## config.mk

```make
export PLATFORM = sky130hd
export DESIGN_NAME = bisection_square_root_top
export DESIGN_NICKNAME = d
export VERILOG_FILES = /design/src/rtl/core/bsqrt_pkg.sv /design/src/rtl/core/bisection_square_root_top.sv
export VERILOG_INCLUDE_DIRS = /design/src /design/src/rtl/core
export SDC_FILE = /design/constraint.sdc
export NUM_CORES = 2
export LEC_CHECK = 0
export ABC_AREA = 1
export ABC_CLOCK_PERIOD_IN_PS = 11600
export BUFFER_PORTS_ARGS = -buffer_cell sky130_fd_sc_hd__buf_2
export CAP_MARGIN = 20
export CORE_UTILIZATION = 55
export CTS_CLUSTER_DIAMETER = 60
export DETAILED_ROUTE_END_ITERATION = 10
export PLACE_DENSITY = 0.71
export SLEW_MARGIN = 20
export SYNTH_ARGS = -nofsm -noshare
export SYNTH_HDL_FRONTEND = slang
export SYNTH_SLANG_ARGS = --single-unit
```

## constraint.sdc

```tcl
create_clock -name clk -period 11.6 [get_ports clk]
set_input_delay 0.58 -clock clk [delete_from_list [all_inputs] [get_ports clk]]
set_output_delay 0.58 -clock clk [all_outputs]
set_load 0.02 [all_outputs]
```

## src/rtl/core/assert_macros.svh

```systemverilog
// Assertion macros shared by the RTL of the bisection square root block.
// Checks compile in simulation only; synthesis sees empty bodies.
`ifndef ASSERT_MACROS_SVH
`define ASSERT_MACROS_SVH

`ifndef SYNTHESIS

`define ASSERT_ALWAYS(lbl, clk, rst_n, expr, msg) \
    lbl: assert property (@(posedge clk) disable iff (!rst_n) (expr)) else $error(msg);

`define ASSERT_NEXT(lbl, clk, rst_n, pre, post, msg) \
    lbl: assert property (@(posedge clk) disable iff (!rst_n) (pre) |=> (post)) \
        else $error(msg);

`else

`define ASSERT_ALWAYS(lbl, clk, rst_n, expr, msg)

`define ASSERT_NEXT(lbl, clk, rst_n, pre, post, msg)

`endif

`endif

```

## src/rtl/core/bsqrt_pkg.sv

```systemverilog
// Constants and widths for the bisection square root block.
// No dependencies.
`default_nettype none

package bsqrt_pkg;

    localparam int MAX_ITERATIONS = 48;
    localparam int FRACTION_BITS  = 16;

    localparam int VALUE_W = 32;
    localparam int PROD_W  = 2 * VALUE_W;
    localparam int COUNT_W = 7;
    localparam int STEP_W  = $clog2(MAX_ITERATIONS + 1);
    localparam int STATE_W = 3;

    localparam logic [VALUE_W-1:0] ONE         = VALUE_W'(1) << FRACTION_BITS;
    localparam logic [STEP_W-1:0]  STEP_LIMIT  = STEP_W'(MAX_ITERATIONS);
    localparam logic [COUNT_W-1:0] LIMIT_COUNT = COUNT_W'(MAX_ITERATIONS + 1);

endpackage

`default_nettype wire

```

## src/rtl/core/bisection_square_root_top.sv

```systemverilog
// Bisection square root of an unsigned fixed-point value, one shared multiplier.
// Depends on bsqrt_pkg and assert_macros.svh.
//
// Takes one unsigned Q16.16 request at a time and returns its root, the number
// of approximations and a limit flag. The search interval [0, max(1, value)]
// is halved until |x*x - value| is within epsilon, compared at Q32.32. Each
// halving uses two states: the 32x32 squaring on the shared multiplier, then
// the compare and the interval update. A finished result waits for the output
// side until the result register is free. in_stall stays high from acceptance
// until the result is loaded; the result register then holds it while the next
// request is worked on. epsilon resets to 66 and is written through the cfg
// channel.
`default_nettype none

`include "assert_macros.svh"

module bisection_square_root_top (
    input  wire logic                               clk,
    input  wire logic                               rst_n,
    input  wire logic                               cfg_valid,
    output logic                                    cfg_ready,
    input  wire logic [bsqrt_pkg::VALUE_W-1:0]      cfg_data,
    input  wire logic                               in_valid,
    output logic                                    in_stall,
    input  wire logic [bsqrt_pkg::VALUE_W-1:0]      value,
    output logic                                    out_valid,
    input  wire logic                               out_stall,
    output logic [bsqrt_pkg::VALUE_W-1:0]           root,
    output logic [bsqrt_pkg::COUNT_W-1:0]           approximations,
    output logic                                    limit_hit
);

    localparam logic [bsqrt_pkg::STATE_W-1:0] ST_IDLE   = 3'd0;
    localparam logic [bsqrt_pkg::STATE_W-1:0] ST_SQ_HI  = 3'd1;
    localparam logic [bsqrt_pkg::STATE_W-1:0] ST_CHK_HI = 3'd2;
    localparam logic [bsqrt_pkg::STATE_W-1:0] ST_SQ_X   = 3'd3;
    localparam logic [bsqrt_pkg::STATE_W-1:0] ST_EVAL   = 3'd4;

    logic [bsqrt_pkg::STATE_W-1:0] state_reg, state_next;
    logic [bsqrt_pkg::STEP_W-1:0]  steps_reg, steps_next;
    logic                          out_valid_reg, out_valid_next;
    logic [bsqrt_pkg::VALUE_W-1:0] epsilon_reg, epsilon_next;

    logic [bsqrt_pkg::VALUE_W-1:0] v_reg, v_next;
    logic [bsqrt_pkg::VALUE_W-1:0] lo_reg, lo_next;
    logic [bsqrt_pkg::VALUE_W-1:0] hi_reg, hi_next;
    logic [bsqrt_pkg::VALUE_W-1:0] x_reg, x_next;
    logic [bsqrt_pkg::PROD_W-1:0]  prod_reg, prod_next;
    logic [bsqrt_pkg::VALUE_W-1:0] root_reg, root_next;
    logic [bsqrt_pkg::COUNT_W-1:0] approx_reg, approx_next;
    logic                          hit_reg, hit_next;

    logic                          out_free;
    logic [bsqrt_pkg::VALUE_W-1:0] mult_op;
    logic [bsqrt_pkg::PROD_W-1:0]  square;
    logic [bsqrt_pkg::PROD_W-1:0]  target;
    logic [bsqrt_pkg::PROD_W-1:0]  tol;
    logic [bsqrt_pkg::PROD_W-1:0]  diff;
    logic                          below;
    logic [bsqrt_pkg::VALUE_W:0]   sum_up;
    logic [bsqrt_pkg::VALUE_W:0]   sum_down;

    assign cfg_ready = 1'b1;
    assign in_stall  = (state_reg != ST_IDLE);
    assign out_free  = !out_valid_reg || !out_stall;

    assign out_valid      = out_valid_reg;
    assign root           = root_reg;
    assign approximations = approx_reg;
    assign limit_hit      = hit_reg;

    // Shared squaring unit: upper end first, then each midpoint
    assign mult_op = (state_reg == ST_SQ_HI) ? hi_reg : x_reg;
    assign square  = bsqrt_pkg::PROD_W'(mult_op) * bsqrt_pkg::PROD_W'(mult_op);

    assign target = bsqrt_pkg::PROD_W'(v_reg) << bsqrt_pkg::FRACTION_BITS;
    assign tol    = bsqrt_pkg::PROD_W'(epsilon_reg) << bsqrt_pkg::FRACTION_BITS;
    assign below  = (prod_reg < target);
    assign diff   = below ? (target - prod_reg) : (prod_reg - target);

    // Both candidate midpoints in parallel with the compare
    assign sum_up   = {1'b0, x_reg} + {1'b0, hi_reg};
    assign sum_down = {1'b0, lo_reg} + {1'b0, x_reg};

    always_comb
    begin
        state_next     = state_reg;
        steps_next     = steps_reg;
        epsilon_next   = epsilon_reg;
        out_valid_next = out_valid_reg && out_stall;
        v_next         = v_reg;
        lo_next        = lo_reg;
        hi_next        = hi_reg;
        x_next         = x_reg;
        prod_next      = prod_reg;
        root_next      = root_reg;
        approx_next    = approx_reg;
        hit_next       = hit_reg;

        if (cfg_valid && cfg_ready)
        begin
            epsilon_next = cfg_data;
        end

        unique case (state_reg)
            ST_IDLE:
            begin
                if (in_valid)
                begin
                    v_next     = value;
                    lo_next    = '0;
                    hi_next    = (value < bsqrt_pkg::ONE) ? bsqrt_pkg::ONE : value;
                    steps_next = '0;
                    state_next = ST_SQ_HI;
                end
            end
            ST_SQ_HI:
            begin
                prod_next  = square;
                state_next = ST_CHK_HI;
            end
            ST_CHK_HI:
            begin
                if ((v_reg == '0) || (prod_reg == target))
                begin
                    // exact endpoint: hold until the result register frees up
                    if (out_free)
                    begin
                        root_next      = (v_reg == '0) ? '0 : hi_reg;
                        approx_next    = '0;
                        hit_next       = 1'b0;
                        out_valid_next = 1'b1;
                        state_next     = ST_IDLE;
                    end
                end
                else
                begin
                    x_next     = hi_reg >> 1;
                    state_next = ST_SQ_X;
                end
            end
            ST_SQ_X:
            begin
                prod_next  = square;
                state_next = ST_EVAL;
            end
            ST_EVAL:
            begin
                if ((diff <= tol) || (steps_reg >= bsqrt_pkg::STEP_LIMIT))
                begin
                    if (out_free)
                    begin
                        root_next      = x_reg;
                        approx_next    = bsqrt_pkg::COUNT_W'(steps_reg) + 1'b1;
                        hit_next       = (diff > tol);
                        out_valid_next = 1'b1;
                        state_next     = ST_IDLE;
                    end
                end
                else
                begin
                    if (below)
                    begin
                        lo_next = x_reg;
                        x_next  = sum_up[bsqrt_pkg::VALUE_W:1];
                    end
                    else
                    begin
                        hi_next = x_reg;
                        x_next  = sum_down[bsqrt_pkg::VALUE_W:1];
                    end
                    steps_next = steps_reg + 1'b1;
                    state_next = ST_SQ_X;
                end
            end
            default:
            begin
                state_next = ST_IDLE;
            end
        endcase
    end

    always_ff @(posedge clk or negedge rst_n)
    begin
        if (!rst_n)
        begin
            state_reg     <= ST_IDLE;
            steps_reg     <= '0;
            out_valid_reg <= 1'b0;
            epsilon_reg   <= bsqrt_pkg::VALUE_W'(66);
        end
        else
        begin
            state_reg     <= state_next;
            steps_reg     <= steps_next;
            out_valid_reg <= out_valid_next;
            epsilon_reg   <= epsilon_next;
        end
    end

    always_ff @(posedge clk)
    begin
        v_reg      <= v_next;
        lo_reg     <= lo_next;
        hi_reg     <= hi_next;
        x_reg      <= x_next;
        prod_reg   <= prod_next;
        root_reg   <= root_next;
        approx_reg <= approx_next;
        hit_reg    <= hit_next;
    end

    `ASSERT_NEXT(a_busy_after_accept, clk, rst_n, in_valid && !in_stall, in_stall,
        "request accepted but input not stalled")
    `ASSERT_ALWAYS(a_bracket, clk, rst_n,
        (state_reg != ST_EVAL) || ((lo_reg <= x_reg) && (x_reg <= hi_reg)),
        "midpoint left the search interval")
    `ASSERT_ALWAYS(a_count_range, clk, rst_n,
        !out_valid_reg || (approx_reg <= bsqrt_pkg::LIMIT_COUNT),
        "approximation count beyond limit")
    `ASSERT_ALWAYS(a_limit_count, clk, rst_n,
        !(out_valid_reg && hit_reg) || (approx_reg == bsqrt_pkg::LIMIT_COUNT),
        "limit flag without full count")

endmodule

`default_nettype wire

```

# After elaboration in Yosys (flattened, before gate mapping)
# Index checks and enable logic that the tools add are counted.
[classes]
addsub = 6
multipliers = 1
order_cmp = 5
eq_ne = 14
mux = 43
n_reduce_logical = 18
[ops]
columns = ["operator", "count"]
rows = [
  ["two-way mux 32 bit", 16],
  ["one-hot mux 32 bit (2 select lines)", 4],
  ["adder 32 x 32 -> 33 bit", 2],
  ["== test 64 x 48 -> 1 bit", 1],
  ["> comparator 64 x 48 -> 1 bit", 1],
  ["less-or-equal comparator 64 x 48 -> 1 bit", 1],
  ["< comparator 64 x 48 -> 1 bit", 1],
  ["multiplier 32 x 32 -> 64 bit", 1],
  ["two-way mux 64 bit", 1],
  ["subtractor 48 x 64 -> 64 bit", 1],
  ["subtractor 64 x 48 -> 64 bit", 1],
  ["zero test 32 bit", 1],
  ["< comparator 32 x 17 -> 1 bit, second input constant", 1],
  ["two-way mux 7 bit", 4],
  ["inequality test 2 bit, second input constant", 9],
  ["one-hot mux 3 bit (5 select lines)", 1],
  ["one-hot mux 7 bit (2 select lines)", 1],
  ["two-way mux 3 bit", 4],
  ["two-way mux 6 bit", 2],
  ["one-hot mux 6 bit (2 select lines)", 1],
  ["AND reduction 4 bit", 2],
  ["adder 6 x 1 -> 7 bit, second input constant", 1],
  ["two-way mux 1 bit", 7],
  ["adder 6 x 1 -> 6 bit, second input constant", 1],
  ["15 further kinds", 22],
]
[totals]
reg_bits = 274
output_inout_bits = 43
word_cells = 99

# Depth between registers and ports, before layout
[logic_depth]
depth_word = 6
ltp_mapped = 41
mapped_depth_nobuf = 38

# Worst setup path before layout
# OpenSTA, ideal clock, no wires.
[synth_path]
path_type = "flip-flop to flip-flop"
start = "reg state_reg[1] (netlist name)"
end = "reg prod_reg[49] (netlist name) (data pin)"
setup_time_ps = 252
arrival_ps = 8173
slack_ps = 3175
path_stages_with_launch = 33
n_path_buf = 3
period_less_slack_ps = 8425
path_cell_list = "dfrtp_1 -> nor3_1 -> inv_1 -> clkbuf_1 -> buf_1 -> o21ai_1 -> inv_1 -> clkbuf_1 -> nor2_1 -> inv_1 -> fa_1 -> fa_1 -> inv_1 -> fa_1 -> inv_1 -> fa_1 -> inv_1 -> fa_1 -> fa_1 -> fa_1 -> fa_1 -> ha_1 -> nand2_1 -> nor2_1 -> nand2_1 -> o311ai_0 -> nand2_1 -> o211ai_1 -> a21oi_1 -> o21ai_0 -> nand2_1 -> nand3_1 -> nand2_1"
[synth_between]
elab_chain_cells = 3
[synth_rtl]
columns = ["element", "line_no", "rtl"]
rows = [
  ["start: declaration", "bisection_square_root_top.sv:39", "logic [bsqrt_pkg::STATE_W-1:0] state_reg, state_next;"],
  ["start signal: assignment", "bisection_square_root_top.sv:194", "state_reg <= state_next;"],
  ["== test 3 x 1 -> 1 bit", "bisection_square_root_top.sv:73", "assign mult_op = (state_reg == ST_SQ_HI) ? hi_reg : x_reg;"],
  ["two-way mux 32 bit", "bisection_square_root_top.sv:73", ""],
  ["multiplier 32 x 32 -> 64 bit", "bisection_square_root_top.sv:74", "assign square = bsqrt_pkg::PROD_W'(mult_op) * bsqrt_pkg::PROD_W'(mult_op);"],
  ["net square (one bit)", "bisection_square_root_top.sv:55", "logic [bsqrt_pkg::PROD_W-1:0] square;"],
  ["end signal: assignment", "bisection_square_root_top.sv:207", "prod_reg <= prod_next;"],
  ["end: declaration", "bisection_square_root_top.sv:48", "logic [bsqrt_pkg::PROD_W-1:0] prod_reg, prod_next;"],
]
# The timed path passes the listed nets, and every way through them passes these cells.
# A chain may end at the register's enable or synchronous reset.

# Worst setup path in the final report
[layout_path]
start = "reg state_reg[1] (netlist name)"
end = "reg prod_reg[46] (netlist name) (data pin)"
# The elaborated chain is that of the path after synthesis.

==> run_summary.xml <==
<?xml version="1.0" encoding="UTF-8"?>
<metrics>
  <group name="outcome">
    <metric name="status" unit="">completed</metric>
  </group>
  <group name="timing">
    <metric name="timing_worst_slew_pin_value" unit="ps">1120</metric>
    <metric name="fmax" unit="MHz">97.3</metric>
    <metric name="slew_violations" unit="">0</metric>
    <metric name="timing.setup.tns" unit="ps">0</metric>
    <metric name="grt_setup_unrepaired" unit="">false</metric>
    <metric name="setup-violations-final" unit="">0</metric>
    <metric name="timing.final.ws_setup" unit="ps">1330</metric>
    <metric name="final.min_clock_period" unit="ps">10270</metric>
    <metric name="hold_viol" unit="">0</metric>
    <metric name="finalClockSkew" unit="ps">36.7</metric>
    <metric name="period_share" unit="%">88.6</metric>
    <metric name="max-slew-margin-rel" unit="%">25.2</metric>
  </group>
  <group name="grt">
    <metric name="wire_length_of_the_first_global_routing_pass" unit="um">238000</metric>
    <metric name="grt_use_met3" unit="%">7.84</metric>
    <metric name="grtUsageTotal" unit="%">35.7</metric>
    <metric name="met2_usage" unit="%">54.6</metric>
    <metric name="grt_antenna_before_repair" unit="">4</metric>
    <metric name="use_met1" unit="%">49.1</metric>
    <metric name="grt_pass1_vias" unit="">40600</metric>
    <metric name="globalRoute.totalOverflow" unit="">0</metric>
    <metric name="grt_start_max_net_pins" unit="">98</metric>
    <metric name="global_route.peak_usage_layer" unit="">met2</metric>
  </group>
  <group name="logic_synthesis">
    <metric name="synth.net_count" unit="">7241</metric>
    <metric name="postSynth.asyncResetShare" unit="%">15.4</metric>
    <metric name="synthDominantAreaCellType" unit="">sky130_fd_sc_hd__fa_1</metric>
    <metric name="netlist_top_cells_area" unit="">sky130_fd_sc_hd__fa_1 33%, sky130_fd_sc_hd__edfxtp_1 14%, sky130_fd_sc_hd__inv_1 12%</metric>
    <metric name="yosys-top-cells-count" unit="">1,518 x sky130_fd_sc_hd__inv_1, 1,099 x sky130_fd_sc_hd__nand2_1, 794 x sky130_fd_sc_hd__fa_1, 672 x sky130_fd_sc_hd__nor2_1, 416 x sky130_fd_sc_hd__ha_1</metric>
    <metric name="synth_area_per_cell" unit="um2">8.10</metric>
    <metric name="synthFlopType" unit="">sky130_fd_sc_hd__edfxtp_1</metric>
    <metric name="netlist_area" unit="um2">48300</metric>
    <metric name="synth_cell_types" unit="">59</metric>
    <metric name="seq_area_frac_synth" unit="%">16.6</metric>
    <metric name="synthCells" unit="">5962</metric>
    <metric name="flop_and_latch_count_out_of_synthesis" unit="">273</metric>
    <metric name="synth_enable_flop_cells" unit="">231</metric>
    <metric name="count_of_yosys_warnings_during_synthesis" unit="">0</metric>
    <metric name="synth_top_cell_area_share" unit="%">32.9</metric>
    <metric name="post-synth-top-count-cell" unit="">sky130_fd_sc_hd__inv_1</metric>
  </group>
  <group name="worst_setup_path">
    <metric name="timing.critical_path.slowest_cell_delay" unit="ps">720</metric>
    <metric name="critical-path-top-cell-by-count" unit="">sky130_fd_sc_hd__fa_1</metric>
    <metric name="critPathRequiredTime" unit="ps">11950</metric>
    <metric name="worst_setup_path_end_kind" unit="">register</metric>
    <metric name="criticalPathCategory" unit="">register to register</metric>
    <metric name="critPathArrivalTime" unit="ps">10630</metric>
    <metric name="worst_path_max_delay_cell" unit="">sky130_fd_sc_hd__o21ai_0</metric>
    <metric name="setup.worst_path.start_class" unit="">register</metric>
    <metric name="crit_path_max_fanout" unit="">40</metric>
  </group>
  <group name="detailed_routing">
    <metric name="remaining_drc_errors" unit="">0</metric>
    <metric name="firstDrtPassIters" unit="">6</metric>
    <metric name="routedWlPerCell" unit="um">21.7</metric>
    <metric name="route.detailed.vias_per_inst" unit="">5.54</metric>
    <metric name="postRouteWirelength" unit="um">156000</metric>
    <metric name="drt_iter0_markers" unit="">3881</metric>
    <metric name="postRouteAntennaNets" unit="">0</metric>
    <metric name="vias" unit="">40000</metric>
  </group>
  <group name="clock_network">
    <metric name="cts-htree-levels" unit="">1</metric>
    <metric name="post-cts-setup-buffer-count" unit="">0</metric>
    <metric name="clockBufferDepth" unit="">3</metric>
    <metric name="cts_tree" unit="">built</metric>
    <metric name="ctsHoldBuffers" unit="">0</metric>
    <metric name="clock-sinks" unit="">273</metric>
    <metric name="insertion_delay" unit="ps">630</metric>
    <metric name="cts_made_buffers" unit="">31</metric>
    <metric name="cts-resized-gates" unit="">0</metric>
    <metric name="clk_transition_reported_paths" unit="ps">60</metric>
    <metric name="cts.root.buffer_cell" unit="">sky130_fd_sc_hd__clkbuf_16</metric>
  </group>
  <group name="die">
    <metric name="io_pins" unit="">112</metric>
    <metric name="core.rowCount" unit="">108</metric>
    <metric name="floorplan.die.width" unit="um">298</metric>
    <metric name="die_height" unit="um">298</metric>
    <metric name="core-area" unit="um2">86900</metric>
    <metric name="effective_utilization_at_floorplan" unit="%">55.5</metric>
    <metric name="die_area" unit="um2">88900</metric>
  </group>
  <group name="final_layout">
    <metric name="post_route_cells_drive_above_1_share" unit="%">5.08</metric>
    <metric name="final_net_count" unit="">7317</metric>
    <metric name="largest_register_ffs" unit="">63</metric>
    <metric name="filler_cell_count" unit="">7991</metric>
    <metric name="area_overhead_of_the_layout_relative_to_synthesis" unit="%">6.34</metric>
  </group>
  <group name="place">
    <metric name="place_hpwl" unit="um">129000</metric>
    <metric name="gp_routability_congestion" unit="">0.999</metric>
    <metric name="port_buffers" unit="">110</metric>
    <metric name="dp_slack" unit="ps">1600</metric>
  </group>
  <group name="run">
    <metric name="timing.max_cap.violations" unit="">0</metric>
  </group>
  <group name="worst_hold_path">
    <metric name="timing.hold.worst.class" unit="">input port to async pin</metric>
  </group>
</metrics>
-- worst max-delay path, delay by kind of cell, from the launching register on --
kind | cells | cell delay, ps
AOI/OAI and AO/OA | 4 | 1820
adders and majority gates | 9 | 4200
buffers and inverters | 7 | 1750
DFF | 1 | 400
and+or+nand+nor | 11 | 1770
-- cell type report --
type,instances,area (um2),area share [%]
antenna,1,2.50,0.00488
clock buffer,36,795,1.55
clock inverter,21,224,0.436
inverter,1547,5810,11.3
multi-input combinational,4003,34000,66.2
sequential,273,7990,15.6
tap,1155,1450,2.82
timing repair buffer,182,1100,2.15
-- metal layers --
metal | vias to the layer above | wire, um
met1 | 19500 | 63600
met4 | 2 | 7910
met5 | - | 13
met3 | 348 | 16900
li1 | 18200 | -
met2 | 2023 | 67900
-- final timing paths --
path                                start  slack (ps)  depth (start not counted)               to
max in group asynchronous           rst_n       10940                          1  epsilon_reg[11]
setup reg to reg             state_reg[1]        1330                         31     prod_reg[46]
min in group clk             cfg_data[17]         160                          3  epsilon_reg[17]
hold / removal                      rst_n          80                          1     steps_reg[2]
setup / recovery             state_reg[1]        1330                         31     prod_reg[46]
hold reg to reg            epsilon_reg[6]         490                          2   epsilon_reg[6]
-- cells by family after synthesis --
| logic type | after synthesis | share of synthesized area (%) |
|---|---|---|
| muxes | 2 | 0.0441 |
| adders and majority gates | 1210 | 43.7 |
| and+or+nand+nor | 1999 | 16.5 |
| AOI/OAI and AO/OA | 656 | 7.57 |
| DFF | 273 | 16.6 |
| xor gates and xnor gates | 135 | 2.45 |
| other | 1 | 0.00777 |
| buffers and inverters | 1686 | 13.2 |
-- cell usage in the layout, fill, tap and decap left out, drive strengths merged, types with 7 or more instances in the layout --
cell type and instances:
o21a 14, o22ai 49, clkinv 25, nor2 695, nand3 114, ha 416
fa 794, inv 1539, xor2 88, a31oi 29, nor4 27, nand4 20
nor3 18, o21ai 249, clkbuf 36, nand2 1107, a21oi 240, a31o 8
xnor2 47, nand3b 7, o211ai 9, a21o 10, o21bai 23, buf 182
dfrtp 40, edfxtp 231
-- through the flow --
stage / util (%) / hold WS (ps) / cell area [um2] / instances
4_1_cts: 59.0 / 88.4 / 51300 / 7216
5_1_grt: 59.1 / 155 / 51300 / 7217
3_3_place_gp: 57.9 / 485 / 50300 / 7159
6_report: 59.1 / 82.1 / 51300 / 7218
3_5_place_dp: 57.9 / 495 / 50300 / 7159
2_1_floorplan: - / 284 / 48300 / 5962
Power is not shown: default switching activity piles up to over one toggle a cycle in this logic, so the estimate is an artifact.
